--- src/rtl/block_peak_level_meter_assert.svh ---
// Assertion helpers for the peak level meter.
// Clock and reset are taken from the enclosing module: i_clk, i_rst_n.
`ifndef BLOCK_PEAK_LEVEL_METER_ASSERT_SVH
`define BLOCK_PEAK_LEVEL_METER_ASSERT_SVH
`ifndef SYNTHESIS
`define BPLM_ASSERT(lbl, prop, msg) \
    lbl: assert property (@(posedge i_clk) disable iff (!i_rst_n) (prop)) else $error(msg);
`define BPLM_ASSERT_NEXT(lbl, ante, cons, msg) \
    lbl: assert property (@(posedge i_clk) disable iff (!i_rst_n) (ante) |=> (cons)) else $error(msg);
`else
`define BPLM_ASSERT(lbl, prop, msg)
`define BPLM_ASSERT_NEXT(lbl, ante, cons, msg)
`endif
`endif

--- src/rtl/bplm_pkg.sv ---
package bplm_pkg;

    localparam int SAMPLE_W   = 16;
    localparam int MAG_W      = 15;
    localparam int LVL_W      = 10;
    localparam int DB_W       = 13;
    localparam int SU_W       = 8;
    localparam int AVG_W      = 5;
    localparam int REF_W      = 8;
    localparam int CFG_IDX_W  = 1;
    localparam int CFG_DATA_W = 8;
    localparam int IN_DATA_W  = 16;
    localparam int OUT_DATA_W = 88;

    localparam logic [MAG_W-1:0] FULL_SCALE = 15'd32767;

    // register indexes
    localparam logic [CFG_IDX_W-1:0] CFG_AVG_COUNT = 1'b0;
    localparam logic [CFG_IDX_W-1:0] CFG_REF_DB    = 1'b1;

    // 320*log10(2) in Q24
    localparam logic [30:0] C_LOG10_2_Q24 = 31'd1616142483;

    typedef struct packed {
        logic take;
        logic sum_run;
        logic div_init;
        logic div_run;
        logic lvl_start;
        logic lvl_sel;      // 0: block peak, 1: mean
        logic cap_peak;
        logic cap_mean;
        logic load;
    } t_cmd;

    typedef struct packed {
        logic last;
        logic ring_full;
        logic sum_done;
        logic div_done;
        logic lvl_done;
        logic out_free;
    } t_status;

endpackage

--- src/rtl/bplm_level.sv ---
module bplm_level
    import bplm_pkg::*;
(
    input  logic             i_clk,
    input  logic             i_rst_n,
    input  logic             i_start,
    input  logic [MAG_W-1:0] i_x,
    output logic             o_done,
    output logic [LVL_W-1:0] o_lvl
);

    typedef enum logic [5:0] {
        P_IDLE = 6'b000001,
        P_INIT = 6'b000010,
        P_SQ   = 6'b000100,
        P_UPD  = 6'b001000,
        P_MUL  = 6'b010000,
        P_RND  = 6'b100000
    } t_phase;

    t_phase      r_phase, n_phase;
    logic        r_done;
    logic [4:0]  r_it;
    logic [8:0]  r_n;
    logic [3:0]  r_e;
    logic [31:0] r_y;
    logic [31:0] r_frac;
    logic [63:0] r_prod;
    logic [LVL_W-1:0] r_lvl;

    // n = max(1, ceil(x*508/32767)); quotient by 32767 is v>>15 or one more
    logic [23:0] v;
    logic [8:0]  q0;
    logic [23:0] qm;
    logic [23:0] rem;
    logic [8:0]  q;
    logic [8:0]  n_calc;

    always_comb begin
        v      = ({9'd0, i_x} << 9) - ({9'd0, i_x} << 2) + 24'd32766;
        q0     = v[23:15];
        qm     = {q0, 15'd0} - {15'd0, q0};
        rem    = v - qm;
        q      = (rem >= 24'd32767) ? q0 + 9'd1 : q0;
        n_calc = (q == 9'd0) ? 9'd1 : q;
    end

    logic [3:0]  e_calc;
    logic [39:0] n_sh;
    logic [31:0] y_init;

    always_comb begin
        e_calc = 4'd0;
        for (int i = 0; i < 9; i++) begin
            if (r_n[i]) begin
                e_calc = 4'(i);
            end
        end
        n_sh   = {r_n, 31'd0} >> e_calc;
        y_init = n_sh[31:0];
    end

    logic [63:0] sq_p;
    logic [64:0] sq_rnd;
    logic [33:0] t;
    logic [31:0] y_next;
    logic [31:0] mul_a;
    logic [62:0] mul_p;
    logic [63:0] lvl_rnd;

    always_comb begin
        sq_p    = r_y * r_y;
        sq_rnd  = {1'b0, r_prod} + 65'h0_4000_0000;
        t       = sq_rnd[64:31];
        y_next  = t[32] ? t[32:1] : t[31:0];
        mul_a   = {r_e, r_frac[31:4]};
        mul_p   = mul_a * C_LOG10_2_Q24;
        lvl_rnd = r_prod + 64'h0008_0000_0000_0000;
    end

    always_comb begin
        n_phase = r_phase;
        unique case (r_phase)
            P_IDLE: begin
                if (i_start) begin
                    n_phase = P_INIT;
                end
            end
            P_INIT: n_phase = P_SQ;
            P_SQ:   n_phase = P_UPD;
            P_UPD: begin
                n_phase = (r_it == 5'd31) ? P_MUL : P_SQ;
            end
            P_MUL:  n_phase = P_RND;
            P_RND:  n_phase = P_IDLE;
            default: n_phase = P_IDLE;
        endcase
    end

    always_ff @(posedge i_clk) begin
        if (!i_rst_n) begin
            r_phase <= P_IDLE;
            r_done  <= 1'b0;
        end else begin
            r_phase <= n_phase;
            r_done  <= (r_phase == P_RND);
        end
    end

    always_ff @(posedge i_clk) begin
        case (r_phase)
            P_IDLE: begin
                if (i_start) begin
                    r_n <= n_calc;
                end
            end
            P_INIT: begin
                r_e    <= e_calc;
                r_y    <= y_init;
                r_frac <= '0;
                r_it   <= '0;
            end
            P_SQ: begin
                r_prod <= sq_p;
            end
            P_UPD: begin
                r_y    <= y_next;
                r_frac <= {r_frac[30:0], t[32]};
                r_it   <= r_it + 5'd1;
            end
            P_MUL: begin
                r_prod <= {1'b0, mul_p};
            end
            P_RND: begin
                r_lvl <= lvl_rnd[61:52];
            end
            default: ;
        endcase
    end

    assign o_done = r_done;
    assign o_lvl  = r_lvl;

endmodule

--- src/rtl/bplm_ctrl.sv ---
module bplm_ctrl
    import bplm_pkg::*;
(
    input  logic    i_clk,
    input  logic    i_rst_n,
    input  logic    i_in_valid,
    output logic    o_in_ready,
    input  t_status i_status,
    output t_cmd    o_cmd
);

    typedef enum logic [7:0] {
        ST_IDLE    = 8'b0000_0001,
        ST_SUM     = 8'b0000_0010,
        ST_DIV     = 8'b0000_0100,
        ST_LP_GO   = 8'b0000_1000,
        ST_LP_WAIT = 8'b0001_0000,
        ST_LM_GO   = 8'b0010_0000,
        ST_LM_WAIT = 8'b0100_0000,
        ST_OUT     = 8'b1000_0000
    } t_state;

    t_state r_state, n_state;

    always_comb begin
        n_state = r_state;
        o_cmd   = '0;
        unique case (r_state)
            ST_IDLE: begin
                o_cmd.take = i_in_valid;
                if (i_in_valid && i_status.last && i_status.ring_full) begin
                    n_state = ST_SUM;
                end
            end
            ST_SUM: begin
                o_cmd.sum_run = 1'b1;
                if (i_status.sum_done) begin
                    o_cmd.div_init = 1'b1;
                    n_state        = ST_DIV;
                end
            end
            ST_DIV: begin
                o_cmd.div_run = 1'b1;
                if (i_status.div_done) begin
                    n_state = ST_LP_GO;
                end
            end
            ST_LP_GO: begin
                o_cmd.lvl_start = 1'b1;
                n_state         = ST_LP_WAIT;
            end
            ST_LP_WAIT: begin
                if (i_status.lvl_done) begin
                    o_cmd.cap_peak = 1'b1;
                    n_state        = ST_LM_GO;
                end
            end
            ST_LM_GO: begin
                o_cmd.lvl_start = 1'b1;
                o_cmd.lvl_sel   = 1'b1;
                n_state         = ST_LM_WAIT;
            end
            ST_LM_WAIT: begin
                o_cmd.lvl_sel = 1'b1;
                if (i_status.lvl_done) begin
                    o_cmd.cap_mean = 1'b1;
                    n_state        = ST_OUT;
                end
            end
            ST_OUT: begin
                if (i_status.out_free) begin
                    o_cmd.load = 1'b1;
                    n_state    = ST_IDLE;
                end
            end
            default: n_state = ST_IDLE;
        endcase
    end

    always_ff @(posedge i_clk) begin
        if (!i_rst_n) begin
            r_state <= ST_IDLE;
        end else begin
            r_state <= n_state;
        end
    end

    assign o_in_ready = (r_state == ST_IDLE);

endmodule

--- src/rtl/bplm_dpath.sv ---
`include "block_peak_level_meter_assert.svh"
module bplm_dpath
    import bplm_pkg::*;
#(
    parameter int RING_DEPTH = 16
) (
    input  logic                  i_clk,
    input  logic                  i_rst_n,
    input  t_cmd                  i_cmd,
    output t_status               o_status,
    input  logic [SAMPLE_W-1:0]   i_sample,
    input  logic                  i_last,
    input  logic                  i_cfg_wr_en,
    input  logic [CFG_IDX_W-1:0]  i_cfg_idx,
    input  logic [CFG_DATA_W-1:0] i_cfg_wdata,
    input  logic                  i_out_ready,
    output logic                  o_out_valid,
    output logic [OUT_DATA_W-1:0] o_out_data
);

    localparam int PTR_W  = (RING_DEPTH > 1) ? $clog2(RING_DEPTH) : 1;
    localparam int CNT_W  = $clog2(RING_DEPTH + 1);
    localparam int CMP_W  = (CNT_W > AVG_W) ? CNT_W : AVG_W;
    localparam int SUM_W  = MAG_W + CNT_W;
    localparam int STEP_W = $clog2(SUM_W + 1);
    localparam logic [CNT_W-1:0] DEPTH_C = CNT_W'(RING_DEPTH);

    // configuration
    logic [AVG_W-1:0] r_avg;
    logic [REF_W-1:0] r_ref;

    always_ff @(posedge i_clk) begin
        if (!i_rst_n) begin
            r_avg <= AVG_W'(1);
            r_ref <= '0;
        end else if (i_cfg_wr_en) begin
            unique case (i_cfg_idx)
                CFG_AVG_COUNT: r_avg <= i_cfg_wdata[AVG_W-1:0];
                CFG_REF_DB:    r_ref <= i_cfg_wdata;
            endcase
        end
    end

    // sample magnitude, saturated
    logic [SAMPLE_W-1:0] neg;
    logic [MAG_W-1:0]    mag;
    logic [MAG_W-1:0]    r_max, r_min;
    logic [MAG_W-1:0]    new_max, new_min;

    always_comb begin
        neg     = ~i_sample + 16'd1;
        if (i_sample[SAMPLE_W-1]) begin
            mag = neg[SAMPLE_W-1] ? FULL_SCALE : neg[MAG_W-1:0];
        end else begin
            mag = i_sample[MAG_W-1:0];
        end
        new_max = (mag > r_max) ? mag : r_max;
        new_min = (mag < r_min) ? mag : r_min;
    end

    // ring position and effective count
    logic [PTR_W-1:0] r_pos;
    logic [CMP_W-1:0] avg_ext;
    logic [CNT_W-1:0] eff_cnt;
    logic [CNT_W-1:0] pos_inc;
    logic             ring_full;
    logic             block_end;

    always_comb begin
        avg_ext = CMP_W'(r_avg);
        if (r_avg == '0) begin
            eff_cnt = CNT_W'(1);
        end else if (avg_ext > CMP_W'(RING_DEPTH)) begin
            eff_cnt = DEPTH_C;
        end else begin
            eff_cnt = CNT_W'(avg_ext);
        end
        pos_inc   = CNT_W'(r_pos) + CNT_W'(1);
        ring_full = (pos_inc >= eff_cnt);
        block_end = i_cmd.take && i_last;
    end

    // sum and divide
    logic [CNT_W-1:0]  r_idx;
    logic [CNT_W-1:0]  r_cnt;
    logic              r_rd_vld;
    logic [MAG_W-1:0]  r_rd_data;
    logic [SUM_W-1:0]  r_acc;
    logic [CNT_W-1:0]  r_rem;
    logic [STEP_W-1:0] r_step;
    logic [MAG_W-1:0]  r_pmax, r_pmin;
    logic [MAG_W-1:0]  r_ring [RING_DEPTH];
    logic              sum_done, div_done;
    logic [CNT_W:0]    rem_sh, rem_sub;
    logic              quo_bit;

    always_comb begin
        sum_done = (r_idx == r_cnt) && !r_rd_vld;
        div_done = (r_step == STEP_W'(SUM_W));
        rem_sh   = {r_rem, r_acc[SUM_W-1]};
        rem_sub  = rem_sh - {1'b0, r_cnt};
        quo_bit  = (rem_sh >= {1'b0, r_cnt});
    end

    always_ff @(posedge i_clk) begin
        if (!i_rst_n) begin
            r_max    <= '0;
            r_min    <= FULL_SCALE;
            r_pos    <= '0;
            r_idx    <= '0;
            r_rd_vld <= 1'b0;
            r_step   <= '0;
        end else begin
            if (i_cmd.take) begin
                if (i_last) begin
                    r_max <= '0;
                    r_min <= FULL_SCALE;
                    r_pos <= ring_full ? '0 : PTR_W'(pos_inc);
                    if (ring_full) begin
                        r_idx    <= '0;
                        r_rd_vld <= 1'b0;
                    end
                end else begin
                    r_max <= new_max;
                    r_min <= new_min;
                end
            end
            if (i_cmd.sum_run) begin
                r_rd_vld <= (r_idx < r_cnt);
                if (r_idx < r_cnt) begin
                    r_idx <= r_idx + CNT_W'(1);
                end
            end
            if (i_cmd.div_init) begin
                r_step <= '0;
            end else if (i_cmd.div_run && !div_done) begin
                r_step <= r_step + STEP_W'(1);
            end
        end
    end

    // ring memory: never read before written within the current pass
    always_ff @(posedge i_clk) begin
        if (block_end) begin
            r_ring[r_pos] <= new_max;
        end
        r_rd_data <= r_ring[r_idx[PTR_W-1:0]];
    end

    always_ff @(posedge i_clk) begin
        if (block_end) begin
            r_pmax <= new_max;
            r_pmin <= new_min;
            if (ring_full) begin
                r_cnt <= eff_cnt;
                r_acc <= '0;
            end
        end
        if (i_cmd.sum_run && r_rd_vld) begin
            r_acc <= r_acc + SUM_W'(r_rd_data);
        end
        if (i_cmd.div_init) begin
            r_rem <= '0;
        end else if (i_cmd.div_run && !div_done) begin
            // restoring long division, quotient shifts into the dividend
            r_rem <= quo_bit ? rem_sub[CNT_W-1:0] : rem_sh[CNT_W-1:0];
            r_acc <= {r_acc[SUM_W-2:0], quo_bit};
        end
    end

    // level unit, shared by peak and mean
    logic [MAG_W-1:0] lvl_x;
    logic             lvl_done;
    logic [LVL_W-1:0] lvl;
    logic [LVL_W-1:0] r_lvl_p, r_lvl_m;

    assign lvl_x = i_cmd.lvl_sel ? r_acc[MAG_W-1:0] : r_pmax;

    bplm_level u_level (
        .i_clk   (i_clk),
        .i_rst_n (i_rst_n),
        .i_start (i_cmd.lvl_start),
        .i_x     (lvl_x),
        .o_done  (lvl_done),
        .o_lvl   (lvl)
    );

    always_ff @(posedge i_clk) begin
        if (i_cmd.cap_peak) begin
            r_lvl_p <= lvl;
        end
        if (i_cmd.cap_mean) begin
            r_lvl_m <= lvl;
        end
    end

    // result fields; S-units = lvl/6 via 683/4096, exact for lvl <= 866
    logic [DB_W-1:0] ref16;
    logic [DB_W-1:0] db_p, db_m;
    logic [19:0]     su_p_m, su_m_m;

    always_comb begin
        ref16  = {r_ref[REF_W-1], r_ref, 4'b0000};
        db_p   = DB_W'(r_lvl_p) - ref16;
        db_m   = DB_W'(r_lvl_m) - ref16;
        su_p_m = r_lvl_p * 10'd683;
        su_m_m = r_lvl_m * 10'd683;
    end

    logic                  r_out_valid;
    logic [OUT_DATA_W-1:0] r_out_data;

    always_ff @(posedge i_clk) begin
        if (!i_rst_n) begin
            r_out_valid <= 1'b0;
        end else if (i_cmd.load) begin
            r_out_valid <= 1'b1;
        end else if (i_out_ready) begin
            r_out_valid <= 1'b0;
        end
    end

    always_ff @(posedge i_clk) begin
        if (i_cmd.load) begin
            r_out_data <= {1'b0, su_m_m[19:12], su_p_m[19:12], db_m, db_p,
                           r_acc[MAG_W-1:0], r_pmin, r_pmax};
        end
    end

    always_comb begin
        o_status.last      = i_last;
        o_status.ring_full = ring_full;
        o_status.sum_done  = sum_done;
        o_status.div_done  = div_done;
        o_status.lvl_done  = lvl_done;
        o_status.out_free  = !r_out_valid || i_out_ready;
    end

    assign o_out_valid = r_out_valid;
    assign o_out_data  = r_out_data;

    `BPLM_ASSERT(a_pos_below_depth, CNT_W'(r_pos) < DEPTH_C, "ring position past depth")
    `BPLM_ASSERT(a_sum_idx_bound, !i_cmd.sum_run || r_idx <= r_cnt, "ring read past count")
    `BPLM_ASSERT(a_quo_fits, !(i_cmd.div_run && div_done) || r_acc[SUM_W-1:MAG_W] == '0, "mean too wide")
    `BPLM_ASSERT_NEXT(a_load_shows, i_cmd.load, r_out_valid, "loaded result not presented")

endmodule

--- src/rtl/block_peak_level_meter.sv ---
// Samples are taken one per cycle while no result is being computed.
// A block end that completes the ring stalls input while its result is computed: the
// ring sum, the mean divide and two level computations (peak and mean, each with
// 32 squaring steps in the log2 unit).
// The result then sits in an output register, so input resumes; the next one waits for it.
// Synchronous active-low reset clears control, counters and config; ring contents are not reset.
module block_peak_level_meter
    import bplm_pkg::*;
#(
    parameter int RING_DEPTH = 16
) (
    input  logic                  i_clk,
    input  logic                  i_rst_n,
    input  logic                  i_s_axis_tvalid,
    output logic                  o_s_axis_tready,
    input  logic [IN_DATA_W-1:0]  i_s_axis_tdata,   // [15:0] sample
    input  logic                  i_s_axis_tlast,   // last_in_block
    output logic                  o_m_axis_tvalid,
    input  logic                  i_m_axis_tready,
    // [14:0] peak, [29:15] trough, [44:30] mean_peak, [57:45] peak_db,
    // [70:58] mean_db, [78:71] peak_s_units, [86:79] mean_s_units, [87] zero
    output logic [OUT_DATA_W-1:0] o_m_axis_tdata,
    input  logic                  i_cfg_wr_en,
    input  logic [CFG_IDX_W-1:0]  i_cfg_idx,
    input  logic [CFG_DATA_W-1:0] i_cfg_wdata
);

    t_cmd    cmd;
    t_status status;

    bplm_ctrl u_ctrl (
        .i_clk      (i_clk),
        .i_rst_n    (i_rst_n),
        .i_in_valid (i_s_axis_tvalid),
        .o_in_ready (o_s_axis_tready),
        .i_status   (status),
        .o_cmd      (cmd)
    );

    bplm_dpath #(
        .RING_DEPTH (RING_DEPTH)
    ) u_dpath (
        .i_clk       (i_clk),
        .i_rst_n     (i_rst_n),
        .i_cmd       (cmd),
        .o_status    (status),
        .i_sample    (i_s_axis_tdata),
        .i_last      (i_s_axis_tlast),
        .i_cfg_wr_en (i_cfg_wr_en),
        .i_cfg_idx   (i_cfg_idx),
        .i_cfg_wdata (i_cfg_wdata),
        .i_out_ready (i_m_axis_tready),
        .o_out_valid (o_m_axis_tvalid),
        .o_out_data  (o_m_axis_tdata)
    );

endmodule

--- config.mk ---
export PLATFORM = sky130hd
export DESIGN_NAME = block_peak_level_meter
export DESIGN_NICKNAME = d
export VERILOG_FILES = /design/src/rtl/bplm_pkg.sv /design/src/rtl/bplm_level.sv /design/src/rtl/bplm_ctrl.sv /design/src/rtl/bplm_dpath.sv /design/src/rtl/block_peak_level_meter.sv
export VERILOG_INCLUDE_DIRS = /design/src /design/src/rtl
export SDC_FILE = /design/constraint.sdc
export NUM_CORES = 2
export LEC_CHECK = 0
export ABC_AREA = 1
export ABC_CLOCK_PERIOD_IN_PS = 7400
export BUFFER_PORTS_ARGS = -buffer_cell sky130_fd_sc_hd__buf_2
export CORE_MARGIN = 4
export CORE_UTILIZATION = 35
export CTS_BUF_LIST = sky130_fd_sc_hd__clkbuf_8
export CTS_CLUSTER_DIAMETER = 100
export DETAILED_ROUTE_END_ITERATION = 10
export REMOVE_ABC_BUFFERS = 1
export SETUP_SLACK_MARGIN = 0.2
export SYNTH_ARGS = -nofsm -noshare
export SYNTH_HDL_FRONTEND = slang
export SYNTH_SLANG_ARGS = --single-unit
--- constraint.sdc ---
create_clock -name i_clk -period 7.4 [get_ports i_clk]
set_clock_uncertainty 0.15 [all_clocks]
set_input_delay 1.48 -clock i_clk [delete_from_list [all_inputs] [get_ports i_clk]]
set_output_delay 1.48 -clock i_clk [all_outputs]
set_load 0.1 [all_outputs]
; Yosys cells after proc, flatten, opt, wreduce, memory -nomap -nowiden
; Memories as Yosys holds them, arrays and structs flattened. A register that Yosys moved wholly into a read port is not among the register bits.
; Cells that the tools add are included.
[op_classes]
n_shift = 1
n_eq_ne = 24
multipliers = 4
reduce_logical = 28
bitwise = 3
muxes = 64
magnitude_cmp = 7
n_addsub = 16
[ops]
columns = cell, n
row1 = case mux 32 bit (2 select lines), 2
row2 = case mux 64 bit (2 select lines), 1
row3 = two-way mux 15 bit, 7
row4 = two-way mux 20 bit, 5
row5 = adder 64 x 31 -> 64 bit (second input constant), 1
row6 = multiplier 32 x 32 -> 64 bit, 1
row7 = case mux 8 bit (8 select lines), 1
row8 = multiplier 32 x 31 -> 63 bit (second input constant), 1
row9 = adder 62 x 52 -> 62 bit (second input constant), 1
row10 = two-way mux 8 bit, 6
row11 = two-way mux 5 bit, 9
row12 = multiplier 10 x 10 -> 20 bit (second input constant), 2
row13 = right shift 40 x 4 -> 32 bit, 1
row14 = two-way mux 32 bit, 1
row15 = two-way mux 4 bit, 8
row16 = case mux 6 bit (5 select lines), 1
row17 = subtractor 11 x 12 -> 13 bit, 2
row18 = adder 24 x 15 -> 24 bit (second input constant), 1
row19 = >= comparator 24 x 15 -> 1 bit (second input constant), 1
row20 = subtractor 24 x 17 -> 24 bit, 1
row21 = subtractor 24 bit, 1
row22 = subtractor 24 x 9 -> 24 bit, 1
row23 = adder 20 x 15 -> 20 bit, 1
row24 = two-way mux 1 bit, 19
row25 = 45 further kinds, 72
[word_totals]
memories = 1
output_inout_bits = 90
ff_bits = 397
mem_bits_rw = 240
[memory_table]
columns = name, depth, word_bits, read_ports, rd_clocked_by_memory_dff, write_ports, line_no
row1 = u_dpath.r_ring, 16, 15, 1, 1, 1, bplm_dpath.sv:92  ; logic [MAG_W-1:0] r_ring [RING_DEPTH];

; Longest topological paths before layout
[logic_depth]
word_depth = 11
ltp_mapped = 49
mapped_depth_nobuf = 46

; Modules after synthesis
; Synthesis repeated with hierarchy kept, for this count alone.
[unflattened]
hier_cells = 8550
hier_area_um2 = 76932.5
[by_module_without_submodules]
columns = module, instances, area_each_um2, cells_per_inst
row1 = bplm_level, 1, 51815.9, 6187
row2 = bplm_dpath, 1, 24442.2, 2268
row3 = bplm_ctrl, 1, 674.4, 95

; Worst setup path after synthesis
; Ideal clock, no wire load.
[synth_timing]
path_type = flip-flop to flip-flop
startpoint = register u_ctrl.r_state[5]
endpoint = memory u_dpath.r_ring[15][0], enable pin
path_buffers = 0
slack_ns = -0.161
path_stages_with_launch = 10
t_arrival_ns = 7.005
period_less_slack_ns = 7.561
setup_ns = 0.406
required_time_ns = 6.844
path_cell_list = dfxtp_1 > inv_1 > nand2_1 > nor2_1 > inv_1 > nor4_1 > inv_1 > nor2_1 > inv_1 > nor3_1
[synth_between]
elab_chain_len = 5
[synth_rtl]
columns = item, line_no
row1 = "start, declared", bplm_ctrl.sv:23  ; t_state r_state, n_state;
row2 = "start signal, assigned", bplm_ctrl.sv:84  ; r_state <= n_state;
row3 = == test 8 x 1 -> 1 bit, -
row4 = net o_s_axis_tready, block_peak_level_meter.sv:15  ; output logic o_s_axis_tready,
row5 = two-way mux 1 bit, bplm_ctrl.sv:28  ; unique case (r_state)
row6 = logical AND 1 bit, bplm_dpath.sv:80  ; block_end = i_cmd.take && i_last;
row7 = net u_dpath.block_end, bplm_dpath.sv:67  ; logic block_end;
row8 = two-way mux 1 bit, bplm_dpath.sv:144  ; if (block_end) begin
row9 = two-way mux 1 bit (implied by the code), bplm_dpath.sv:145  ; r_ring[r_pos] <= new_max;
row10 = "end, declared", bplm_dpath.sv:92
; The timed path passes the listed nets, and every way through them passes these cells.

; Worst setup path in the final report
[layout_timing]
startpoint = register u_dpath.u_level.r_y[12]
endpoint = register u_dpath.u_level.r_prod[58], data pin
[layout_between]
elab_chain_len = 2
[layout_rtl]
columns = item, line_no
row1 = "start, declared", bplm_level.sv:26  ; logic [31:0] r_y;
row2 = "start signal, assigned", bplm_level.sv:119  ; r_y <= y_init;
row3 = "start signal, assigned", bplm_level.sv:127  ; r_y <= y_next;
row4 = multiplier 32 x 32 -> 64 bit, bplm_level.sv:72  ; sq_p = r_y * r_y;
row5 = case mux 64 bit (2 select lines), bplm_level.sv:111  ; case (r_phase)
row6 = "end signal, assigned", bplm_level.sv:124  ; r_prod <= sq_p;
row7 = "end signal, assigned", bplm_level.sv:132  ; r_prod <= {1'b0, mul_p};
row8 = "end, declared", bplm_level.sv:28  ; logic [63:0] r_prod;
; Every way passes these cells.
; A chain may end at the register's enable or synchronous reset.

==> impl_metrics.json <==
{
  "status": "finished with violations",
  "violations": "setup timing",
  "period_share_pct": 103,
  "nets": 10800,
  "maxCapViolations": 0,
  "setup_viol": 25,
  "rsz0062_at_grt": "yes",
  "min_path_type": "flop to flop",
  "firstDrtPassIters": 7,
  "fp.dieW_um": 469,
  "detail-route-antenna-nets": 0,
  "ys_types": 65,
  "wl_mm": 206,
  "reg2reg_to": "u_dpath.u_level.r_prod[58]",
  "period_needed_ns": 7.62,
  "worst_pin_slew_ns": 1.17,
  "coreArea_um2": 210000,
  "clkSlewWorstSetupHoldPaths_ns": 0.06,
  "place_hpwl_mm": 166,
  "die_area_um2": 220000,
  "area.growth.synth_to_final_pct": 18.4,
  "crit_end": "u_dpath.u_level.r_prod[58]",
  "ys_ff_latch": 622,
  "drt_iter0_markers": 3414,
  "cp_slowest_stage_delay_ns": 0.55,
  "worstPathRequired_ns": 7.79,
  "synth_warnings": 0,
  "synthArstFlopShare_pct": 0,
  "cts_max_path_buffers": 3,
  "layout_setup_ws_ns": -0.221,
  "clock_latency_ns": 0.83,
  "synthFlopType": "edfxtp_1",
  "arrival_ns": 8.01,
  "grt_pass1_vias": 59400,
  "synthTopCellsByArea": "fa_1 29%, edfxtp_1 21%, ha_1 15%",
  "antenna_found_initial": 9,
  "start_util_pct": 35.3,
  "slew_viol_final": 0,
  "leakage_nw": 43.8,
  "cts_tree": "yes",
  "via_per_inst": 4.81,
  "fmax_mhz": 131,
  "ir_worst_vdd_v": 0.000177,
  "power.total_w": 0.0102,
  "yosysTopAreaCell": "fa_1",
  "crit_type": "flop to flop",
  "wl_per_cell_um": 17.7,
  "port_buffers": 119,
  "avgSynthCellArea_um2": 9.21,
  "crit_path_start_kind": "flop",
  "vias": 56100,
  "post-place-ws_ns": -0.892,
  "drc": 0,
  "cts_buffers": 101,
  "crit_fanout": 8,
  "grt_use_total_pct": 18.8,
  "pwr_density_cell_nw_per_um2": 116,
  "final_util_pct": 41.8,
  "pin_count": 121,
  "crit_slowest_cell": "fa_1",
  "die_h_um": 469,
  "crit_top_cell": "fa_1",
  "synth_area_um2": 74200,
  "syn_inst": 8057,
  "rr_worst_depth": 39,
  "grt_overflow": 0,
  "grt_max_degree": 84,
  "finalHoldViolCount": 0,
  "gp_congestion": 0.919,
  "root_buffer": "clkbuf_8",
  "grt_first_pass_wirelength_mm": 328,
  "synth_top_cell_area_share_pct": 29.1,
  "ys_seq_area_share_pct": 23.6,
  "relSlewSlack_pct": 22.2,
  "worstSetupStartpoint": "u_dpath.u_level.r_y[12]",
  "synth_edf_count": 508,
  "rows": 168,
  "layout-drive-gt1-share_pct": 16.6,
  "cts.sinks": 622,
  "endpoint_kind": "flop",
  "reg2reg_slack_ns": -0.22,
  "htreeDepth": 3,
  "worstReg2RegStart": "u_dpath.u_level.r_y[12]"
}
cells in the mapped netlist (all sizes together) (4+ instances only):
cell and number:
xor2 96, fa 1079, a21oi 359, or2 19, o21bai 8, clkinv 4
clkbuf 182, a21boi 4, xnor2 44, a31o 8, nor3b 5, nand3b 9
o32ai 41, nand4 33, o311ai 5, o211ai 28, nor4 23, o221ai 28
and3 6, edfxtp 508, nor2 467, o21a 11, nand2 1242, inv 2167
dfxtp 114, a21o 25, o2111ai 8, a22oi 6, nand3 169, and2 4
a211oi 8, o31ai 5, nor3 43, o21ai 305, a31oi 49, buf 13
o22ai 27, ha 873, mux2i 23
what timing repair did:
action,CTS,global route
gates cloned,4,3
resized for setup,411,255
hold buffers,0,0
buffers inserted,57,38
pin swaps,147,171
endpoints found under the setup margin,34,43
cell type report:
class,instances,area [um2]
antenna,4,10.0
clock buffer,116,1600
clock inverter,76,618
fill,20500,122000
inverter,2171,8150
multi-input combinational,5071,49900
sequential,622,17500
tap,2805,3510
timing repair buffer,804,6610
sequential cells by signal, summed over array words and instances, names as in the netlist, 8 cells and up:
name                    cells
u_ctrl.r_state              8
u_dpath.o_out_data         87
u_dpath.r_acc              20
u_dpath.r_lvl_m            10
u_dpath.r_lvl_p            10
u_dpath.r_max              15
u_dpath.r_min              15
u_dpath.r_pmax             15
u_dpath.r_pmin             15
u_dpath.r_rd_data          15
u_dpath.r_ref               8
u_dpath.r_ring            240
u_dpath.u_level.o_lvl      10
u_dpath.u_level.r_frac     32
u_dpath.u_level.r_n         9
u_dpath.u_level.r_prod     34
u_dpath.u_level.r_y        32
cell usage in the layout, fill, tap and decap left out, types with 47 or more instances in the layout:
| master | instances |
|---|---|
| a21oi_1 | 306 |
| buf_2 | 119 |
| buf_4 | 570 |
| buf_6 | 67 |
| clkbuf_8 | 116 |
| dfxtp_1 | 112 |
| edfxtp_1 | 508 |
| fa_1 | 1032 |
| fa_2 | 47 |
| ha_1 | 830 |
| inv_1 | 2099 |
| inv_2 | 96 |
| nand2_1 | 1119 |
| nand2_2 | 80 |
| nand3_1 | 155 |
| nor2_1 | 427 |
| o21ai_0 | 229 |
| xor2_1 | 93 |
layer usage:
| layer | vias to the layer above | track usage (%) | part of all wire, % |
|---|---|---|---|
| li1 | 26400 | - | - |
| met1 | 27900 | 25.7 | 44 |
| met2 | 1423 | 31.6 | 48 |
| met3 | 320 | 2.43 | 5.2 |
| met4 | 4 | 5.06 | 2.8 |
| met5 | - | 0 | 0.011 |
logic make-up (layout without fill, tap and decap cells):
kind of cell | Yosys count | count (layout) | share of synthesized area [%]
AOI/OAI and AO/OA | 932 | 932 | 7.28
buffers and inverters | 2366 | 3167 | 12.0
muxes | 24 | 24 | 0.325
xor gates and xnor gates | 140 | 140 | 1.70
adders and majority gates | 1952 | 1952 | 43.8
other | 1 | 5 | 0.00505
and+or+nand+nor | 2020 | 2022 | 11.3
DFF | 622 | 622 | 23.6
critical path: cells and delay by family, from the launching register on:
kind                     cells  cell delay (ns)
AO/OA/AOI/OAI                7             0.59
adder cells (fa/ha/maj)      9             4.31
flip-flops                   1             0.46
buffers and inverters       13             1.06
AND/OR/NAND/NOR             10             0.82
power by group:
group,internal (W),total [W],leakage (nW),switching [W]
clock,0.00172,0.00330,1.23,0.00158
sequential,0.00399,0.00409,5.42,0.000103
combinational,0.000998,0.00277,37.2,0.00177
total,0.00670,0.0102,43.8,0.00346
how the worst min path moves through the flow:
stage	start	endpoint	slack, ns	cells after the start
floorplan	u_dpath.r_pmin[0]	u_dpath.o_out_data[15]	0.25	0
detailed placement	u_dpath.r_pmin[7]	u_dpath.o_out_data[22]	0.26	0
finish	u_dpath.r_pmin[11]	u_dpath.o_out_data[26]	0.27	0
global placement	u_dpath.r_pmin[4]	u_dpath.o_out_data[19]	0.25	0
CTS	u_dpath.r_pmin[4]	u_dpath.o_out_data[19]	0.27	0
global route	u_dpath.r_pmin[11]	u_dpath.o_out_data[26]	0.29	0
through the flow:
step / cells / setup TNS (ns) / hold WS (ns) / cell area [um2]
floorplan: 7862 / -3.42 / 0.250 / 73500
global placement: 11400 / -13.28 / 0.255 / 82300
finish: 11700 / -2.65 / 0.270 / 87900
CTS: 11600 / -2.49 / 0.273 / 86700
detailed placement: 11400 / -14.85 / 0.256 / 82300
global route: 11700 / -9.99 / 0.287 / 87900
Power figures use the tool's default switching activity.
